File: config.mk
export PLATFORM = sky130hd
export DESIGN_NAME = murmur2_neutral_hash32_top
export DESIGN_NICKNAME = d
export VERILOG_FILES = /design/src/hw/rtl/mnh32_pkg.sv /design/src/hw/rtl/mnh32_dpath.sv /design/src/hw/rtl/mnh32_ctrl.sv /design/src/hw/rtl/murmur2_neutral_hash32_top.sv
export SDC_FILE = /design/constraint.sdc
export NUM_CORES = 1
export LEC_CHECK = 0
export BUFFER_PORTS_ARGS = -buffer_cell sky130_fd_sc_hd__buf_2
export CORE_MARGIN = 5
export CORE_UTILIZATION = 36
export DETAILED_ROUTE_END_ITERATION = 12
export PLACE_DENSITY = 0.59
export SKIP_CTS_REPAIR_TIMING = 1
export SLEW_MARGIN = 0
export SYNTH_ARGS = -nofsm -noshare
export SYNTH_HDL_FRONTEND = slang
export SYNTH_SLANG_ARGS = --single-unit
File: constraint.sdc
create_clock -name clk -period 11.1 [get_ports clk]
set_clock_uncertainty 0.2 [all_clocks]
set_input_delay 1.665 -clock clk [delete_from_list [all_inputs] [get_ports clk]]
set_output_delay 1.665 -clock clk [all_outputs]
set_load 0.02 [all_outputs]
File: src/hw/rtl/mnh32_pkg.sv
// Shared types and constants for the MurmurHash2 neutral 32-bit hash engine.
package mnh32_pkg;

  localparam logic [31:0] MIX_MUL     = 32'h5bd1e995;
  localparam int          WORD_SHIFT  = 24;
  localparam int          FIN_SHIFT_A = 13;
  localparam int          FIN_SHIFT_B = 15;

  localparam int IN_TDATA_W  = 72;
  localparam int OUT_TDATA_W = 32;

  // Datapath operations, one per cycle.
  typedef enum logic [2:0] {
    DP_NONE,
    DP_LOAD,
    DP_K1,
    DP_K2,
    DP_HM,
    DP_TM,
    DP_AV
  } dp_op_t;

  typedef struct packed {
    dp_op_t op;
  } dp_cmd_t;

  typedef struct packed {
    logic in_full;
    logic in_tail;
    logic in_last;
    logic st_last;
    logic out_free;
  } dp_stat_t;

  // Keep only the valid low bytes of a tail word.
  function automatic logic [31:0] tail_mask(input logic [2:0] count);
    logic [31:0] m;
    case (count)
      3'd0:    m = 32'h0000_0000;
      3'd1:    m = 32'h0000_00ff;
      3'd2:    m = 32'h0000_ffff;
      3'd3:    m = 32'h00ff_ffff;
      default: m = 32'hffff_ffff;
    endcase
    return m;
  endfunction

endpackage

File: src/hw/rtl/mnh32_dpath.sv
// Datapath: hash and word registers, one shared 32x32 multiplier, result register.
module mnh32_dpath (
  input  logic                               clk,
  input  logic                               rst,
  input  logic [mnh32_pkg::IN_TDATA_W-1:0]   s_tdata,
  input  logic                               s_tuser,
  input  logic                               s_tlast,
  input  logic                               cfg_we,
  input  logic [31:0]                        cfg_wdata,
  input  logic                               m_tready,
  input  mnh32_pkg::dp_cmd_t                 cmd,
  output mnh32_pkg::dp_stat_t                stat,
  output logic                               m_tvalid,
  output logic [mnh32_pkg::OUT_TDATA_W-1:0]  m_tdata
);
  import mnh32_pkg::*;

  logic [31:0] in_word;
  logic [2:0]  in_count;
  logic [31:0] in_len;

  logic [31:0] seed;
  logic [31:0] h_reg;
  logic [31:0] k_reg;
  logic        last_reg;
  logic        out_valid;
  logic [31:0] out_data;

  logic [31:0] mul_a;
  logic [31:0] prod;

  assign in_word  = s_tdata[31:0];
  assign in_count = s_tdata[34:32];
  assign in_len   = s_tdata[66:35];

  assign stat.in_full  = in_count[2];
  assign stat.in_tail  = !in_count[2] && (in_count[1:0] != 2'd0);
  assign stat.in_last  = s_tlast;
  assign stat.st_last  = last_reg;
  assign stat.out_free = !out_valid || m_tready;

  always_comb begin
    case (cmd.op)
      DP_HM:   mul_a = h_reg;
      DP_TM:   mul_a = h_reg ^ k_reg;
      DP_AV:   mul_a = h_reg ^ (h_reg >> FIN_SHIFT_A);
      default: mul_a = k_reg;
    endcase
  end

  assign prod = mul_a * MIX_MUL;

  // control state and the running hash
  always_ff @(posedge clk) begin
    if (rst) begin
      seed      <= '0;
      h_reg     <= '0;
      out_valid <= 1'b0;
    end else begin
      if (cfg_we) begin
        seed <= cfg_wdata;
      end
      // a new hash is loaded only when the register is free or being drained
      if (cmd.op == DP_AV) begin
        out_valid <= 1'b1;
      end else if (m_tready) begin
        out_valid <= 1'b0;
      end
      case (cmd.op)
        DP_LOAD: begin
          if (s_tuser) begin
            h_reg <= seed ^ in_len;
          end
        end
        DP_HM:   h_reg <= prod ^ k_reg;
        DP_TM:   h_reg <= prod;
        default: ;
      endcase
    end
  end

  // payload registers
  always_ff @(posedge clk) begin
    case (cmd.op)
      DP_LOAD: begin
        k_reg    <= in_word & tail_mask(in_count);
        last_reg <= s_tlast;
      end
      DP_K1:   k_reg <= prod ^ (prod >> WORD_SHIFT);
      DP_K2:   k_reg <= prod;
      DP_AV:   out_data <= prod ^ (prod >> FIN_SHIFT_B);
      default: ;
    endcase
  end

  assign m_tvalid = out_valid;
  assign m_tdata  = out_data;

endmodule

File: src/hw/rtl/mnh32_ctrl.sv
// Controller: sequences the shared multiplier through the steps of one item.
module mnh32_ctrl (
  input  logic                clk,
  input  logic                rst,
  input  logic                s_tvalid,
  output logic                s_tready,
  input  mnh32_pkg::dp_stat_t stat,
  output mnh32_pkg::dp_cmd_t  cmd
);
  import mnh32_pkg::*;

  typedef enum logic [5:0] {
    ST_IDLE = 6'b000001,
    ST_K1   = 6'b000010,
    ST_K2   = 6'b000100,
    ST_HM   = 6'b001000,
    ST_TM   = 6'b010000,
    ST_AV   = 6'b100000
  } state_t;

  state_t state;
  state_t state_next;

  assign s_tready = (state == ST_IDLE);

  always_comb begin
    state_next = state;
    cmd.op     = DP_NONE;
    case (state)
      ST_IDLE: begin
        if (s_tvalid) begin
          cmd.op = DP_LOAD;
          if (stat.in_full) begin
            state_next = ST_K1;
          end else if (stat.in_tail) begin
            state_next = ST_TM;
          end else if (stat.in_last) begin
            state_next = ST_AV;
          end
        end
      end
      ST_K1: begin
        cmd.op     = DP_K1;
        state_next = ST_K2;
      end
      ST_K2: begin
        cmd.op     = DP_K2;
        state_next = ST_HM;
      end
      ST_HM: begin
        cmd.op     = DP_HM;
        state_next = stat.st_last ? ST_AV : ST_IDLE;
      end
      ST_TM: begin
        cmd.op     = DP_TM;
        state_next = stat.st_last ? ST_AV : ST_IDLE;
      end
      ST_AV: begin
        // hold until the result register can take the hash
        if (stat.out_free) begin
          cmd.op     = DP_AV;
          state_next = ST_IDLE;
        end
      end
      default: state_next = ST_IDLE;
    endcase
  end

  always_ff @(posedge clk) begin
    if (rst) begin
      state <= ST_IDLE;
    end else begin
      state <= state_next;
    end
  end

endmodule

File: src/hw/rtl/murmur2_neutral_hash32_top.sv
// Top level of the streaming MurmurHash2 neutral 32-bit hash engine.
//
// Input stream (s_axis): one item carries up to four message bytes.
//   tdata = data_word[31:0], byte_count[34:32], message_length[66:35], zero pad.
//   tuser = first_item (restarts the hash at seed ^ message_length).
//   tlast = last_item (runs the final avalanche and emits one hash).
// Output stream (m_axis): tdata = hash_value[31:0], one item per message.
// Config: cfg_we/cfg_wdata write the hash seed; change it only while idle.
//
// Steps per item, all through the single shared 32x32 multiplier:
//   full word: accept + 3 multiplies
//   1-3 tail bytes: accept + 1 multiply;  no bytes: accept only
//   last item adds the avalanche step, then the hash sits in the output register.
// s_axis_tready is high only while the sequencer is idle.
// If the receiver stalls, the next message can still be hashed; only the
// avalanche step of a following last item waits for the output register.
// Reset clears the seed, the running hash and the output valid.
module murmur2_neutral_hash32_top (
  input  logic        clk,
  input  logic        rst,
  // config
  input  logic        cfg_we,
  input  logic [31:0] cfg_wdata,        // hash_seed
  // input stream
  input  logic        s_axis_tvalid,
  output logic        s_axis_tready,
  input  logic [71:0] s_axis_tdata,     // data_word, byte_count, message_length, pad
  input  logic        s_axis_tuser,     // first_item
  input  logic        s_axis_tlast,     // last_item
  // output stream
  output logic        m_axis_tvalid,
  input  logic        m_axis_tready,
  output logic [31:0] m_axis_tdata      // hash_value
);
  import mnh32_pkg::*;

  dp_cmd_t  cmd;
  dp_stat_t stat;

  mnh32_ctrl u_ctrl (
    .clk      (clk),
    .rst      (rst),
    .s_tvalid (s_axis_tvalid),
    .s_tready (s_axis_tready),
    .stat     (stat),
    .cmd      (cmd)
  );

  mnh32_dpath u_dpath (
    .clk       (clk),
    .rst       (rst),
    .s_tdata   (s_axis_tdata),
    .s_tuser   (s_axis_tuser),
    .s_tlast   (s_axis_tlast),
    .cfg_we    (cfg_we),
    .cfg_wdata (cfg_wdata),
    .m_tready  (m_axis_tready),
    .cmd       (cmd),
    .stat      (stat),
    .m_tvalid  (m_axis_tvalid),
    .m_tdata   (m_axis_tdata)
  );

endmodule

Word-level counts from Yosys, hierarchy flattened
Cells that the tools add are included.
{"block": "word_totals", "in_bits": 111, "reg_bits": 136}
{"block": "op_classes", "eq_ne": 19, "n_reduce_logical": 12, "mux": 18, "n_bitwise": 7, "mul": 1}
{"cell": "32-bit case mux with 3 select lines", "count": 3}
{"cell": "32-bit case mux with 4 select lines", "count": 1}
{"cell": "32-bit bitwise XOR", "count": 3}
{"cell": "32-bit 2-to-1 mux", "count": 2}
{"cell": "6-bit 2-to-1 mux", "count": 6}
{"cell": "32-bit bitwise AND", "count": 1}
{"cell": "32-bit by 31-bit multiplier with 32-bit output (second input constant)", "count": 1}
{"cell": "32-bit by 17-bit bitwise XOR with 32-bit output", "count": 1}
{"cell": "32-bit by 19-bit bitwise XOR with 32-bit output", "count": 1}
{"cell": "32-bit by 8-bit bitwise XOR with 32-bit output", "count": 1}
{"cell": "6-bit case mux with 5 select lines", "count": 1}
{"cell": "3-bit case mux with 6 select lines", "count": 1}
{"cell": "3-bit by 2-bit equality test with 1-bit output (second input constant)", "count": 4}
{"cell": "3-bit equality test (second input constant)", "count": 3}
{"cell": "3-bit by 1-bit equality test with 1-bit output (second input constant)", "count": 2}
{"cell": "6-bit by 1-bit equality test with 1-bit output (second input constant)", "count": 1}
{"cell": "6-bit by 2-bit equality test with 1-bit output (second input constant)", "count": 1}
{"cell": "6-bit by 3-bit equality test with 1-bit output (second input constant)", "count": 1}
{"cell": "6-bit by 4-bit equality test with 1-bit output (second input constant)", "count": 1}
{"cell": "6-bit by 5-bit equality test with 1-bit output (second input constant)", "count": 1}
{"cell": "6-bit equality test (second input constant)", "count": 1}
{"cell": "2-bit != test (second input constant)", "count": 3}
{"cell": "3-bit nonzero test", "count": 2}
{"cell": "4-bit by 1-bit != test with 1-bit output (second input constant)", "count": 1}
{"cell": "10 further kinds", "count": 14}

Depth between registers and ports, before layout
{"block": "depth", "depth_word": 9, "depth_mapped": 40, "mapped_depth_nobuf": 35}

By module
A second synthesis with hierarchy kept.
{"block": "hier_totals", "hier_cells": 1734, "area_unflattened_um2": 16509.6}
{"module": "mnh32_dpath", "cells_per_inst": 1685, "seq_area_each_um2": 3253.1, "area_each_um2": 16015.4, "instances": 1}
{"module": "mnh32_ctrl", "cells_per_inst": 49, "seq_area_each_um2": 120.1, "area_each_um2": 494.2, "instances": 1}

Worst setup path before layout
OpenSTA, ideal clock, no wires.
{"block": "synth_path", "path_type": "input to register", "from": "in m_axis_tready", "to": "reg u_dpath.h_reg[31]", "path_slack_ps": -202, "stages": 30, "t_arrival_ps": 11040, "n_path_buf": 2, "required_time_ps": 10838, "path_cell_list": "nand2b_1 > nand4b_1 > inv_1 > clkbuf_1 > clkbuf_1 > nor2_1 > a221oi_1 > inv_1 > fa_1 > inv_1 > fa_1 > inv_1 > fa_1 > inv_1 > fa_1 > fa_1 > fa_1 > inv_1 > fa_1 > fa_1 > xor2_1 > xnor2_1 > xnor3_1 > xnor3_1 > xnor3_1 > xnor2_1 > xnor3_2 > xnor2_4 > or4b_1 > nand3_1"}
{"block": "synth_via", "elab_chain_cells": 8, "elab_cells_between_ends": 14, "classes_between": "mul: 1; eq/ne: 5; mux: 4; bitwise: 1; reduce/logical: 3"}
{"element": "from (decl)", "line": "murmur2_neutral_hash32_top.sv:32", "text": "input logic m_axis_tready,"}
{"element": "1-bit logical OR (*)", "line": "mnh32_dpath.sv:40", "text": "assign stat.out_free = !out_valid || m_tready;"}
{"element": "3-bit 2-to-1 mux (*)", "line": "mnh32_ctrl.sv:60", "text": "if (stat.out_free) begin"}
{"element": "3-bit case mux with 6 select lines (*)", "line": "mnh32_ctrl.sv:29", "text": "case (state)"}
{"element": "3-bit equality test", "line": "mnh32_dpath.sv:43", "text": "case (cmd.op)"}
{"element": "32-bit case mux with 3 select lines (*)", "line": "mnh32_dpath.sv:43"}
{"element": "32-bit by 31-bit multiplier with 32-bit output (*)", "line": "mnh32_dpath.sv:51", "text": "assign prod = mul_a * MIX_MUL;"}
{"element": "net u_dpath.prod[31]", "line": "mnh32_dpath.sv:30", "text": "logic [31:0] prod;"}
{"element": "32-bit bitwise XOR", "line": "mnh32_dpath.sv:75", "text": "DP_HM: h_reg <= prod ^ k_reg;"}
{"element": "32-bit case mux with 3 select lines (*)", "line": "mnh32_dpath.sv:69", "text": "case (cmd.op)"}
{"element": "to (signal assigned)", "line": "mnh32_dpath.sv:72", "text": "h_reg <= seed ^ in_len;"}
{"element": "to (signal assigned)", "line": "mnh32_dpath.sv:75"}
{"element": "to (signal assigned)", "line": "mnh32_dpath.sv:76", "text": "DP_TM: h_reg <= prod;"}
{"element": "to (decl)", "line": "mnh32_dpath.sv:23", "text": "logic [31:0] h_reg;"}
The timed path passes the listed nets; every way through them passes the cells marked *.
A chain may end at the register's enable or synchronous reset.

Worst setup path after layout
{"block": "layout_path", "from": "in m_axis_tready", "to": "reg u_dpath.h_reg[26]"}
{"block": "layout_via", "elab_chain_cells": 8, "elab_cells_between_ends": 14, "classes_between": "mul: 1; eq/ne: 5; mux: 4; bitwise: 1; reduce/logical: 3"}
{"element": "1-bit logical OR (*)", "line": "mnh32_dpath.sv:40"}
{"element": "3-bit 2-to-1 mux (*)", "line": "mnh32_ctrl.sv:60"}
{"element": "3-bit case mux with 6 select lines (*)", "line": "mnh32_ctrl.sv:29"}
{"element": "3-bit equality test, on equally long branches", "line": "mnh32_dpath.sv:43, mnh32_dpath.sv:69"}
{"element": "32-bit case mux with 3 select lines", "line": "mnh32_dpath.sv:43"}
{"element": "32-bit by 31-bit multiplier with 32-bit output", "line": "mnh32_dpath.sv:51"}
{"element": "32-bit bitwise XOR", "line": "mnh32_dpath.sv:75"}
{"element": "32-bit case mux with 3 select lines", "line": "mnh32_dpath.sv:69"}
Every way passes the cells marked *; elsewhere a longest branch is shown, timed or not.

==> summary.md <==
| Metric | Value |
|---|---|
| Status | `finished clean` |
| RSZ-0062 raised after global routing | `no` |
| CTS clk-pin slew, worst paths | `0.07 ns` |
| Mapped Avg Cell Area | `9.35 sq um` |
| Levels on crit path | `35` |
| Die extent in y | `223 um` |
| CTS root buffer | `clkbuf_16` |
| Worst reg-to-reg path cell count | `36` |
| Post-route cell area | `~19000 sq um` |
| TritonCTS clock tree | `yes` |
| Slew headroom | `about a fifth` |
| Core Area | `45200 sq um` |
| TritonCTS buffer count | `17` |
| Critical path endpoint category | `flop` |
| CP most frequent cell | `inv_1` |
| Worst Slack Setup Final | `0.339 ns` |
| HPWL after detailed placement | `about 40000 um` |
| # diodes | `0` |
| Setup violators final | `0` |
| Period Utilization, post-route | `96.9%` |
| GR Util All Layers | `between 20 and 25%` |
| DR vias/cell | `roughly 5.2` |
| Worst Path Max Fanout | `27` |
| Number of buffers added on ports | `about 140` |
| Cell family with most CP delay | `adder cells` |
| DRC viols | `0` |
| Post-place instance area | `18100 sq um` |
| WP buf/inv | `12` |
| Main synth FF type | `dfxtp_1` |
| H-Tree Depth | `4` |
| Tmin final | `10.76 ns` |
| Routed WL per cell | `about 20 um` |
| YS warnings | `0` |
| Yosys cell types | `a little under 70` |
| Drt first pass iters | `6` |
| Worst Path Arrival | `about 11 ns` |
| Nets | `2414` |
| Bufs on Longest Clock Path | `2` |
| Die W | `223 um` |
| Antenna violations before repair | `0` |
| Synthesized cell area | `16400 sq um` |
| Slew Limit Fails | `0` |
| Vias | `13200` |
| Routability Congestion | `around 0.91` |
| CP Launch Type | `primary input` |
| Place WS | `approximately 0.10 ns` |
| Number of global-route vias before repair | `13300` |
| CP max-delay cell | `xnor2_1` |
| Routed Antenna Nets | `0` |
| DRT iter0 DRCs | `about 1100` |
| Sequential area share after synthesis | `20.6%` |
| Fraction of layout cells with a size suffix above 1 | `12.6%` |
| Clock Latency Late Sink | `0.44 ns` |
| Worst Tran Pin Value | `around 1.2 ns` |
| Synth Net Count | `2256` |
| Cell Rows | `78` |
| Die area | `49900 sq um` |
| Ys async rst share | `0%` |
| Cell depth of the worst hold path | `2` |
| Fmax | `around 93 MHz` |
| Worst Path Required | `11.19 ns` |
| IO Count | `roughly 150` |
| Max Cap Viol | `0` |
| Final hold violation count | `0` |
| Largest net degree at the start of global routing | `75` |
| Register bit total from synthesis | `roughly 140` |
| HP Class | `flop to flop` |
| Max stage delay on crit path | `0.79 ns` |
| Crit Path Category | `primary input to flop` |
| Grt ovf | `0` |
| Setup_tns | `0 ns` |
| Final WL | `50800 um` |
| CTS sink count | `136` |
| Post-Syn Instances | `roughly 1800` |
| Synthesis-to-layout area growth | `13.7%` |
| First-pass GRT wire length | `~78000 um` |
| Post-synth EDFFs | `65` |
| Initial Util | `a little over a third` |
## stage by stage
stage / std cells / hold slack [ns] / utilization (%)
final: 2522 / 0.314 / 41.2
after global routing: 2522 / 0.345 / 41.2
after CTS: 2522 / 0.315 / 41.2
after detailed placement: 2490 / 0.303 / 40.0
after global placement: 2490 / 0.294 / 40.0
after floorplan: 1751 / 0.278 / -
## worst min-delay path, stage by stage (launching register included)
cell and delay [ns]:
dfxtp_1 0.32, nor2_1 0.10, a211oi_1 0.05
## area by class of cell
cell class,instances,area (sq um)
clock buffers,17,425
clock inverters,15,116
fillers,4402,26600
inverters,375,1410
multi-input cells,1180,11400
flip-flops and latches,136,3370
well taps,600,751
repair buffers,199,1170
## per-layer routing
| layer | track usage [%] | wire (um) | share of wire [%] |
|---|---|---|---|
| met5 | 0 | 0 | 0 |
| met4 | 7.92 | 2240 | 4.4 |
| met3 | 5.04 | 4170 | 8.2 |
| met2 | 31.1 | 22500 | 44 |
| met1 | 27.7 | 21900 | 43 |
## path summary, 6_finish.rpt
kind	startpoint	to	slack (ns)
max	m_axis_tready	u_dpath.h_reg[26]	0.34
min	u_dpath.h_reg[6]	u_dpath.h_reg[6]	0.31
max reg2reg	u_ctrl.state[0]	u_dpath.h_reg[26]	0.74
min reg2reg	u_dpath.h_reg[6]	u_dpath.h_reg[6]	0.31
## cells in the mapped netlist (11+ instances only)
cell type / instances / area (sq um)
clkbuf_1: 49 / 184
a21oi_1: 60 / 300
nor3_1: 36 / 180
nand3_1: 28 / 140
inv_1: 375 / 1410
a21o_1: 20 / 150
nand2_1: 69 / 259
fa_1: 180 / 3600
xnor2_1: 78 / 683
xor2_1: 46 / 403
o21ai_0: 77 / 385
mux2i_1: 35 / 350
edfxtp_1: 65 / 1950
dfxtp_1: 71 / 1420
nand2b_1: 11 / 68.8
a221oi_1: 30 / 263
ha_1: 214 / 2680
nor2_1: 141 / 529
o21a_1: 12 / 90.1
a211oi_1: 19 / 143
## placed cells by master (no fill, tap or decap), types with 5 or more instances in the layout
cell	instances
o22ai_1	7
a221oi_1	30
inv_1	374
buf_2	139
nor3b_1	5
a32oi_1	5
mux2i_1	35
edfxtp_1	65
a211oi_1	18
nand2_1	68
dfxtp_1	71
o211ai_1	7
nor2_1	140
a21o_1	20
xor2_1	46
ha_1	214
nand2b_1	11
a32o_1	7
o21ai_0	77
nand3_1	28
a31oi_1	6
xnor2_1	78
a21oi_1	59
a22oi_1	7
fa_1	180
o22a_1	5
o21a_1	12
o221ai_1	7
clkbuf_16	17
nor3_1	36
buf_4	58
## cells by family (layout without fill, tap and decap cells)
| group | after synthesis | count (layout) | synth area share [%] |
|---|---|---|---|
| AOI/OAI and AO/OA | 302 | 302 | 12.4 |
| xor gates and xnor gates | 131 | 131 | 7.64 |
| adders and majority gates | 394 | 394 | 38.4 |
| buffers and inverters | 435 | 606 | 10.1 |
| DFF | 136 | 136 | 20.6 |
| muxes | 35 | 35 | 2.14 |
| and+or+nand+nor | 318 | 318 | 8.70 |
Power is not shown: default switching activity piles up to over one toggle a cycle in this logic, so the estimate is an artifact.
